--- config.mk ---
export PLATFORM = sky130hd
export DESIGN_NAME = reflow_profile_sequencer
export DESIGN_NICKNAME = d
export VERILOG_FILES = /design/src/rps_pkg.sv /design/src/reflow_profile_sequencer.sv
export VERILOG_INCLUDE_DIRS = /design/src /design/src/src
export SDC_FILE = /design/constraint.sdc
export NUM_CORES = 2
export LEC_CHECK = 0
export ABC_CLOCK_PERIOD_IN_PS = 11200
export BUFFER_PORTS_ARGS = -buffer_cell sky130_fd_sc_hd__buf_2
export CAP_MARGIN = 15
export CORE_MARGIN = 3
export CORE_UTILIZATION = 30
export CTS_BUF_LIST = sky130_fd_sc_hd__clkbuf_4 sky130_fd_sc_hd__clkbuf_8
export DETAILED_ROUTE_END_ITERATION = 10
export GPL_ROUTABILITY_DRIVEN = 0
export SYNTH_ARGS = -nofsm -noshare
export SYNTH_HDL_FRONTEND = slang
export SYNTH_SLANG_ARGS = --single-unit
--- constraint.sdc ---
create_clock -name clock -period 11.2 [get_ports clock]
set_input_delay 1.12 -clock clock [delete_from_list [all_inputs] [get_ports clock]]
set_output_delay 1.12 -clock clock [all_outputs]
set_load 0.01 [all_outputs]
--- src/assert_macros.svh ---
// Assertion helpers shared by the RTL.
`ifndef ASSERT_MACROS_SVH
`define ASSERT_MACROS_SVH

// Same-cycle implication.
`define ASSERT_IMPLIES(label, clk, rst, ante, cons, msg) \
   label: assert property (@(posedge clk) disable iff (rst) (ante) |-> (cons)) \
      else $error(msg);

// Next-cycle implication.
`define ASSERT_NEXT(label, clk, rst, ante, cons, msg) \
   label: assert property (@(posedge clk) disable iff (rst) (ante) |=> (cons)) \
      else $error(msg);

`endif

--- src/rps_pkg.sv ---
package rps_pkg;

   typedef logic [1:0] stage_type;
   typedef logic [1:0] event_type;

   localparam int TGT_W   = 9;
   localparam int HOLD_W  = 16;
   localparam int TEMP_W  = 14;
   localparam int TENTH_W = 15;   // signed tenths, holds target*10 +/- margins
   localparam int SECS_W  = 22;
   localparam int DUTY_W  = 7;
   localparam int CSR_IDX_W  = 3;
   localparam int CSR_DATA_W = 16;

   // now_ms / 1000 == (now_ms * MS_DIV_MAGIC) >> MS_DIV_SHIFT for any 32-bit value
   localparam int MS_W         = 32;
   localparam int MAGIC_W      = 29;
   localparam int PROD_W       = MS_W + MAGIC_W;
   localparam logic [MAGIC_W-1:0] MS_DIV_MAGIC = 29'd274877907;
   localparam int MS_DIV_SHIFT = 38;

   // Register indexes
   localparam logic [CSR_IDX_W-1:0] REG_PREHEAT_TARGET = 3'd0;
   localparam logic [CSR_IDX_W-1:0] REG_PREHEAT_HOLD   = 3'd1;
   localparam logic [CSR_IDX_W-1:0] REG_SOAK_TARGET    = 3'd2;
   localparam logic [CSR_IDX_W-1:0] REG_SOAK_HOLD      = 3'd3;
   localparam logic [CSR_IDX_W-1:0] REG_PEAK_TARGET    = 3'd4;
   localparam logic [CSR_IDX_W-1:0] REG_PEAK_HOLD      = 3'd5;
   localparam logic [CSR_IDX_W-1:0] REG_COOL_TARGET    = 3'd6;
   localparam logic [CSR_IDX_W-1:0] REG_COOL_HOLD      = 3'd7;

   // Register reset values
   localparam logic [TGT_W-1:0]  RST_PREHEAT_TARGET = 9'd130;
   localparam logic [HOLD_W-1:0] RST_PREHEAT_HOLD   = 16'd1;
   localparam logic [TGT_W-1:0]  RST_SOAK_TARGET    = 9'd130;
   localparam logic [HOLD_W-1:0] RST_SOAK_HOLD      = 16'd99;
   localparam logic [TGT_W-1:0]  RST_PEAK_TARGET    = 9'd170;
   localparam logic [HOLD_W-1:0] RST_PEAK_HOLD      = 16'd36;
   localparam logic [TGT_W-1:0]  RST_COOL_TARGET    = 9'd80;
   localparam logic [HOLD_W-1:0] RST_COOL_HOLD      = 16'd20;

   localparam stage_type STG_PREHEAT = 2'd0;
   localparam stage_type STG_SOAK    = 2'd1;
   localparam stage_type STG_REFLOW  = 2'd2;
   localparam stage_type STG_COOL    = 2'd3;

   localparam event_type EV_PROCEED   = 2'd0;
   localparam event_type EV_NEW_STAGE = 2'd1;
   localparam event_type EV_STOP      = 2'd2;

   localparam logic signed [TENTH_W-1:0] PRECISION_TENTHS = 15'sd50;
   localparam logic signed [TENTH_W-1:0] FAN_HI_MARGIN    = 15'sd110;
   localparam logic signed [TENTH_W-1:0] FAN_MID_MARGIN   = 15'sd90;
   localparam logic signed [TENTH_W-1:0] FAN_LO_MARGIN    = 15'sd40;

   localparam logic [DUTY_W-1:0] DUTY_FULL = 7'd100;
   localparam logic [DUTY_W-1:0] DUTY_HIGH = 7'd70;
   localparam logic [DUTY_W-1:0] DUTY_LOW  = 7'd50;
   localparam logic [DUTY_W-1:0] DUTY_OFF  = 7'd0;

   // Whole degrees to tenths: t*8 + t*2
   function automatic logic signed [TENTH_W-1:0] to_tenths(input logic [TGT_W-1:0] t);
      logic [TENTH_W-1:0] ext;
      ext = TENTH_W'(t);
      return $signed((ext << 3) + (ext << 1));
   endfunction

endpackage

--- src/reflow_profile_sequencer.sv ---
// A req word accepted into stage one passes on to the result register, where its
// rsp word is valid; rsp_stall holds it there and the next word in stage one.
// Throughput: 1 word per cycle unless rsp_stall holds; stage one registers the
// ms-to-seconds multiply, stage two updates profile state and the result register.
// Reset (synchronous, active high): profile back to preheat, first sample flagged,
// all pipeline valids cleared, stage registers back to their default values.
`include "assert_macros.svh"

module reflow_profile_sequencer (
   input  logic                                clock,
   input  logic                                reset,
   // configuration
   input  logic                                csr_wr_en,
   input  logic [rps_pkg::CSR_IDX_W-1:0]       csr_index,
   input  logic [rps_pkg::CSR_DATA_W-1:0]      csr_wdata,
   // request channel
   input  logic                                req_valid,
   output logic                                req_stall,
   input  logic                                req_mode,
   input  logic [rps_pkg::MS_W-1:0]            req_now_ms,
   input  logic signed [rps_pkg::TEMP_W-1:0]   req_board_temp,
   // response channel
   output logic                                rsp_valid,
   input  logic                                rsp_stall,
   output logic [rps_pkg::TGT_W-1:0]           rsp_target_temp,
   output logic [1:0]                          rsp_event_res,
   output logic [1:0]                          rsp_stage,
   output logic                                rsp_heat_allowed,
   output logic [rps_pkg::DUTY_W-1:0]          rsp_fan_duty
);

   // ---------------------------------------------------------------
   // Stage registers (per-stage target and hold time)
   // ---------------------------------------------------------------
   logic [rps_pkg::TGT_W-1:0]  preheat_target_ff, soak_target_ff;
   logic [rps_pkg::TGT_W-1:0]  peak_target_ff, cool_target_ff;
   logic [rps_pkg::HOLD_W-1:0] preheat_hold_ff, soak_hold_ff;
   logic [rps_pkg::HOLD_W-1:0] peak_hold_ff, cool_hold_ff;

   always_ff @(posedge clock) begin
      if (reset) begin
         preheat_target_ff <= rps_pkg::RST_PREHEAT_TARGET;
         preheat_hold_ff   <= rps_pkg::RST_PREHEAT_HOLD;
         soak_target_ff    <= rps_pkg::RST_SOAK_TARGET;
         soak_hold_ff      <= rps_pkg::RST_SOAK_HOLD;
         peak_target_ff    <= rps_pkg::RST_PEAK_TARGET;
         peak_hold_ff      <= rps_pkg::RST_PEAK_HOLD;
         cool_target_ff    <= rps_pkg::RST_COOL_TARGET;
         cool_hold_ff      <= rps_pkg::RST_COOL_HOLD;
      end else if (csr_wr_en) begin
         case (csr_index)
            rps_pkg::REG_PREHEAT_TARGET: preheat_target_ff <= csr_wdata[rps_pkg::TGT_W-1:0];
            rps_pkg::REG_PREHEAT_HOLD:   preheat_hold_ff   <= csr_wdata;
            rps_pkg::REG_SOAK_TARGET:    soak_target_ff    <= csr_wdata[rps_pkg::TGT_W-1:0];
            rps_pkg::REG_SOAK_HOLD:      soak_hold_ff      <= csr_wdata;
            rps_pkg::REG_PEAK_TARGET:    peak_target_ff    <= csr_wdata[rps_pkg::TGT_W-1:0];
            rps_pkg::REG_PEAK_HOLD:      peak_hold_ff      <= csr_wdata;
            rps_pkg::REG_COOL_TARGET:    cool_target_ff    <= csr_wdata[rps_pkg::TGT_W-1:0];
            rps_pkg::REG_COOL_HOLD:      cool_hold_ff      <= csr_wdata;
            default: ;
         endcase
      end
   end

   // ---------------------------------------------------------------
   // Handshake / pipeline control
   //   s1 holds one word; it also serves as the skid slot while the
   //   result register waits on rsp_stall.
   // ---------------------------------------------------------------
   logic s1_valid_ff, s1_valid_in;
   logic rsp_valid_ff, rsp_valid_in;
   logic rsp_load;
   logic req_accept;

   assign rsp_load   = s1_valid_ff && (!rsp_valid_ff || !rsp_stall);
   assign req_stall  = s1_valid_ff && !rsp_load;
   assign req_accept = req_valid && !req_stall;

   always_comb begin
      s1_valid_in = s1_valid_ff;
      if (req_accept) begin
         s1_valid_in = 1'b1;
      end else if (rsp_load) begin
         s1_valid_in = 1'b0;
      end
      rsp_valid_in = rsp_valid_ff;
      if (rsp_load) begin
         rsp_valid_in = 1'b1;
      end else if (!rsp_stall) begin
         rsp_valid_in = 1'b0;
      end
   end

   always_ff @(posedge clock) begin
      if (reset) begin
         s1_valid_ff  <= 1'b0;
         rsp_valid_ff <= 1'b0;
      end else begin
         s1_valid_ff  <= s1_valid_in;
         rsp_valid_ff <= rsp_valid_in;
      end
   end

   // ---------------------------------------------------------------
   // Stage 1: seconds = now_ms / 1000 by reciprocal multiply (exact over the full
   // 32-bit range, kept as the low 22 bits); temperature and mode ride along.
   // ---------------------------------------------------------------
   logic [rps_pkg::PROD_W-1:0]        div_prod;
   logic                              s1_mode_ff;
   logic [rps_pkg::SECS_W-1:0]        s1_secs_ff;
   logic signed [rps_pkg::TEMP_W-1:0] s1_temp_ff;

   assign div_prod = rps_pkg::PROD_W'(req_now_ms) * rps_pkg::PROD_W'(rps_pkg::MS_DIV_MAGIC);

   always_ff @(posedge clock) begin
      if (req_accept) begin
         s1_mode_ff <= req_mode;
         s1_secs_ff <= div_prod[rps_pkg::MS_DIV_SHIFT +: rps_pkg::SECS_W];
         s1_temp_ff <= req_board_temp;
      end
   end

   // ---------------------------------------------------------------
   // Stage 2: profile state
   // ---------------------------------------------------------------
   rps_pkg::stage_type        stage_ff, stage_in;
   logic                      reached_ff, reached_in;
   logic [rps_pkg::SECS_W-1:0] hold_start_ff, hold_start_in;
   logic                      fresh_ff, fresh_in;

   rps_pkg::stage_type        stage_nxt;
   logic [rps_pkg::TGT_W-1:0]  tgt_cur, tgt_nxt, tgt_out;
   logic [rps_pkg::HOLD_W-1:0] hold_cur;
   logic [rps_pkg::SECS_W-1:0] held;
   logic                      hold_done;
   logic                      hit;
   logic signed [rps_pkg::TENTH_W-1:0] temp_x, t10_cur, t10_out;
   rps_pkg::event_type        ev;

   logic [rps_pkg::TGT_W-1:0]  rsp_target_ff, rsp_target_in;
   rps_pkg::event_type        rsp_event_ff, rsp_event_in;
   rps_pkg::stage_type        rsp_stage_ff, rsp_stage_in;
   logic                      rsp_heat_ff, rsp_heat_in;
   logic [rps_pkg::DUTY_W-1:0] rsp_duty_ff, rsp_duty_in;

   assign stage_nxt = stage_ff + 2'd1;

   always_comb begin
      case (stage_ff)
         rps_pkg::STG_PREHEAT: begin tgt_cur = preheat_target_ff; hold_cur = preheat_hold_ff; end
         rps_pkg::STG_SOAK:    begin tgt_cur = soak_target_ff;    hold_cur = soak_hold_ff;    end
         rps_pkg::STG_REFLOW:  begin tgt_cur = peak_target_ff;    hold_cur = peak_hold_ff;    end
         default:              begin tgt_cur = cool_target_ff;    hold_cur = cool_hold_ff;    end
      endcase
      case (stage_nxt)
         rps_pkg::STG_PREHEAT: tgt_nxt = preheat_target_ff;
         rps_pkg::STG_SOAK:    tgt_nxt = soak_target_ff;
         rps_pkg::STG_REFLOW:  tgt_nxt = peak_target_ff;
         default:              tgt_nxt = cool_target_ff;
      endcase
   end

   // hold time wraps modulo 2^22, so time going back reads as a long hold
   assign held      = s1_secs_ff - hold_start_ff;
   assign hold_done = held >= rps_pkg::SECS_W'(hold_cur);

   assign temp_x  = rps_pkg::TENTH_W'(s1_temp_ff);
   assign t10_cur = rps_pkg::to_tenths(tgt_cur);

   // cooling: at or below target; heating stages: inside the window
   assign hit = (stage_ff == rps_pkg::STG_COOL) ? (temp_x <= t10_cur) :
                ((temp_x >= t10_cur - rps_pkg::PRECISION_TENTHS) &&
                 (temp_x <= t10_cur + rps_pkg::PRECISION_TENTHS));

   always_comb begin
      stage_in      = stage_ff;
      reached_in    = reached_ff;
      hold_start_in = hold_start_ff;
      fresh_in      = fresh_ff;
      ev            = rps_pkg::EV_PROCEED;
      tgt_out       = tgt_cur;

      if (reached_ff) begin
         if (hold_done) begin
            if (stage_ff == rps_pkg::STG_COOL) begin
               ev = rps_pkg::EV_STOP;
            end else begin
               stage_in   = stage_nxt;
               reached_in = 1'b0;
               tgt_out    = tgt_nxt;
               ev         = rps_pkg::EV_NEW_STAGE;
            end
         end
      end else if (hit) begin
         reached_in    = 1'b1;
         hold_start_in = s1_secs_ff;
      end

      // first non-restart sample after reset or restart flags a new stage
      if (fresh_ff) begin
         fresh_in = 1'b0;
         ev       = rps_pkg::EV_NEW_STAGE;
      end

      t10_out = rps_pkg::to_tenths(tgt_out);

      rsp_target_in = tgt_out;
      rsp_event_in  = ev;
      rsp_stage_in  = stage_in;
      if (ev == rps_pkg::EV_STOP) begin
         rsp_heat_in = 1'b0;
         rsp_duty_in = rps_pkg::DUTY_OFF;
      end else begin
         rsp_heat_in = (stage_in != rps_pkg::STG_COOL);
         if (temp_x > t10_out + rps_pkg::FAN_HI_MARGIN) begin
            rsp_duty_in = rps_pkg::DUTY_FULL;
         end else if (temp_x > t10_out + rps_pkg::FAN_MID_MARGIN) begin
            rsp_duty_in = rps_pkg::DUTY_HIGH;
         end else if (temp_x > t10_out + rps_pkg::FAN_LO_MARGIN) begin
            rsp_duty_in = rps_pkg::DUTY_LOW;
         end else begin
            rsp_duty_in = rps_pkg::DUTY_OFF;
         end
      end

      // restart: back to preheat, sample ignored
      if (s1_mode_ff) begin
         stage_in      = rps_pkg::STG_PREHEAT;
         reached_in    = 1'b0;
         hold_start_in = '0;
         fresh_in      = 1'b1;
         rsp_target_in = preheat_target_ff;
         rsp_event_in  = rps_pkg::EV_PROCEED;
         rsp_stage_in  = rps_pkg::STG_PREHEAT;
         rsp_heat_in   = 1'b1;
         rsp_duty_in   = rps_pkg::DUTY_OFF;
      end
   end

   always_ff @(posedge clock) begin
      if (reset) begin
         stage_ff      <= rps_pkg::STG_PREHEAT;
         reached_ff    <= 1'b0;
         hold_start_ff <= '0;
         fresh_ff      <= 1'b1;
      end else if (rsp_load) begin
         stage_ff      <= stage_in;
         reached_ff    <= reached_in;
         hold_start_ff <= hold_start_in;
         fresh_ff      <= fresh_in;
      end
   end

   always_ff @(posedge clock) begin
      if (rsp_load) begin
         rsp_target_ff <= rsp_target_in;
         rsp_event_ff  <= rsp_event_in;
         rsp_stage_ff  <= rsp_stage_in;
         rsp_heat_ff   <= rsp_heat_in;
         rsp_duty_ff   <= rsp_duty_in;
      end
   end

   assign rsp_valid        = rsp_valid_ff;
   assign rsp_target_temp  = rsp_target_ff;
   assign rsp_event_res    = rsp_event_ff;
   assign rsp_stage        = rsp_stage_ff;
   assign rsp_heat_allowed = rsp_heat_ff;
   assign rsp_fan_duty     = rsp_duty_ff;

   // ---------------------------------------------------------------
   // Assertions
   // ---------------------------------------------------------------
   `ASSERT_IMPLIES(a_stop_shape, clock, reset,
      rsp_valid_ff && (rsp_event_ff == rps_pkg::EV_STOP),
      (rsp_stage_ff == rps_pkg::STG_COOL) && !rsp_heat_ff && (rsp_duty_ff == rps_pkg::DUTY_OFF),
      "stop word must report cooling, no heat, fan off")
   `ASSERT_IMPLIES(a_heat_stage, clock, reset,
      rsp_valid_ff && (rsp_event_ff != rps_pkg::EV_STOP),
      rsp_heat_ff == (rsp_stage_ff != rps_pkg::STG_COOL),
      "heat_allowed disagrees with stage")
   `ASSERT_IMPLIES(a_fresh_idle, clock, reset,
      fresh_ff,
      !reached_ff && (stage_ff == rps_pkg::STG_PREHEAT),
      "fresh start with profile not at preheat")
   `ASSERT_NEXT(a_restart, clock, reset,
      rsp_load && s1_mode_ff,
      fresh_ff && !reached_ff && (stage_ff == rps_pkg::STG_PREHEAT) &&
         (rsp_event_ff == rps_pkg::EV_PROCEED),
      "restart word did not reset the profile")

endmodule
==> metrics.yaml <==
tightest_slew_ns: 1.10
postLayoutCoreUtil: 0.330
worstPathRequired_ns: 11.55
io_pins: 94
crit_path_start_kind: "register"
r2r-end: "rsp_fan_duty[4]"
synth_edf_count: 55
worst-setup-path-type: "reg -> reg"
cp-startpoint: "s1_secs_ff[2]"
dr.pass1.iters: 5
area_growth_pct: 8.49
relSlewSlack: 0.262
power_leakage_uw: 0.0134
fmax_ghz: 0.107
cp_slowest_stage_delay_ns: 0.80
grt_pass1_wl_um: 102000
cts_buffers: 17
viasPerCell: 4.62
wl_um: 61900
post_cts_buffers: 0
post-place-ws_ns: 1.87
vias: 17900
peakVddDrop_mv: 0.474
final_nets: 3605
fillers: 8774
crit_path_top_delay_cell: "xnor2_1"
synth.distinct_cells: 65
hpwl_um: 50000
grt-ovfl-total: 0
portBuffers: 91
hold_viol_final: 0
synth_ff_type: "dfxtp_1"
syn_avg_cell_area_um2: 9.66
cp.arrival_ns: 9.72
yosys.area.top_type_share: 0.254
r2r_cells: 37
end_kind: "register"
cts_buffer_depth: 2
grt_max_degree: 92
dieArea_um2: 88800
multi_input_area_um2: 19100
crit_fanout: 23
powerDensity_nw_per_um2: 277
cts.sinks: 183
fin_crit_ns: 9.36
path_clk_slew_ns: 0.12
yosysWarnings: 0
skew_ns: 0.0341
drtIter0Drc: 927
clk-insertion-delay-late_ns: 0.51
start_util: 0.304
ant_nets: 0
grt_pass1_vias: 18900
crit_buf_inv: 1
num_rows: 106
cts_root_buffer: "clkbuf_8"
postSynthRegisterBits: 183
cp-endpoint: "rsp_fan_duty[4]"
ys_seq_area_frac: 0.165
die_x_um: 298
drc_errors: 0
grt_antenna_before_repair: 5
slew_violations: 0
setup_violations: 0
post-route-period-util: 0.836
die_h_um: 298
core_area_um2: 84100
finalWorstSetupSlack_ns: 1.84
synth_largest_area_cell: "ha_1"
postCtsHoldBufs: 0
reg2reg_slack_ns: 1.84
wl_per_cell_um: 16.0
track_usage: 0.143
cpLargestDelayFamily: "compound AO/OA/AOI/OAI gates"
cts_tree: "yes"
cts_resized: 0
hold_path.class: "reg -> reg"
syn-cell-area_um2: 25600
r2r-start: "s1_secs_ff[2]"
syn_inst: 2650
setup_tns_ns: 0
drv_cap: 0
h-tree-depth: 4
worstSetupPathDepth: 37
hold_path_startpoint: "cool_hold_ff[15]"
rsz0062_at_grt: "no"
drive_gt1_frac: 0.0700
synth_area_leaders: "ha_1, fa_1, dfxtp_1"
final-seq-area_um2: 4220
async_reset_ff_frac: 0
status: "finished, final reports clean"
-- layer usage --
metal,part of all wire,track usage
met5,0,0
met3,0.040,0.0214
met1,0.48,0.197
met2,0.47,0.238
met4,0.018,0.0322
-- power breakdown --
part / switching (µW) / internal [µW] / leakage, µW
combinational: 3510 / 2810 / 0.0116
sequential: 44.9 / 867 / 0.00156
clock: 274 / 196 / 0.000211
total: 3830 / 3870 / 0.0134
-- cells in the mapped netlist (23+ instances only) --
| master | n |
|---|---|
| clkbuf_1 | 41 |
| mux2i_1 | 42 |
| fa_1 | 301 |
| nand4_1 | 23 |
| inv_1 | 560 |
| nor2b_1 | 24 |
| ha_1 | 519 |
| mux4_2 | 25 |
| xnor2_1 | 74 |
| a21o_1 | 42 |
| a21oi_1 | 144 |
| dfxtp_1 | 128 |
| o21ai_0 | 46 |
| edfxtp_1 | 55 |
| xor2_1 | 26 |
| nand2_1 | 284 |
| o21a_1 | 34 |
| nor2_1 | 58 |
-- cell usage in the layout (no fill, tap or decap), types with 23 or more instances in the layout --
master,instances
ha_1,519
mux2i_1,42
nor2_1,58
o21ai_0,46
edfxtp_1,55
xor2_1,26
mux4_2,25
a21o_1,42
o21a_1,34
dfxtp_1,126
xnor2_1,74
buf_2,90
nor2b_1,23
inv_1,560
a21oi_1,143
fa_1,301
nand4_1,23
nand2_1,284
-- stage by stage --
step	cells	hold WS, ns	power [µW]	cell area (µm²)
detailed placement	3829	0.447	7220	27300
floorplan	2651	0.432	5520	25600
global route	3864	0.479	8790	27800
finish	3864	0.458	7700	27800
CTS	3861	0.461	7780	27800
global placement	3829	0.439	7140	27300
-- cell type report --
cell class | count | share of cell area
Multi-Input combinational cell | 1849 | 0.687
Timing Repair Buffer | 103 | 0.0197
Sequential cell | 183 | 0.152
Antenna cell | 3 | 0.000270
Tap cell | 1134 | 0.0511
Inverter | 560 | 0.0757
Clock buffer | 19 | 0.00919
Clock inverter | 13 | 0.00554
-- worst min-delay path, stage by stage, from the launching register on --
cell and delay, ns:
dfxtp_1 0.32, nand2_1 0.05, a21oi_1 0.05
-- sequential cells by signal, indices dropped and copies added (netlist names), 9 cells and up --
signal,flops
s1_temp_ff,14
soak_hold_ff,16
preheat_target_ff,9
hold_start_ff,22
cool_hold_ff,16
preheat_hold_ff,16
s1_secs_ff,22
rsp_target_temp,9
soak_target_ff,9
peak_hold_ff,16
cool_target_ff,9
peak_target_ff,9
-- worst min path at each step --
stage                          end  cells past startpoint
2_1_floorplan      peak_hold_ff[2]                      2
4_1_cts           cool_hold_ff[15]                      2
6_report          cool_hold_ff[15]                      2
3_3_place_gp       cool_hold_ff[7]                      2
5_1_grt        preheat_hold_ff[13]                      2
3_5_place_dp      cool_hold_ff[10]                      2
-- cells by family after synthesis --
logic type,after synthesis,share of synthesized area
adders and majority gates,820,0.489
buffers and inverters,619,0.0917
and+or+nand+nor,501,0.0886
AOI/OAI and AO/OA,344,0.0860
DFF,183,0.165
xor gates and xnor gates,100,0.0342
muxes,82,0.0455
other,1,0.000147
No activity file was read; power rests on OpenSTA's default activity.
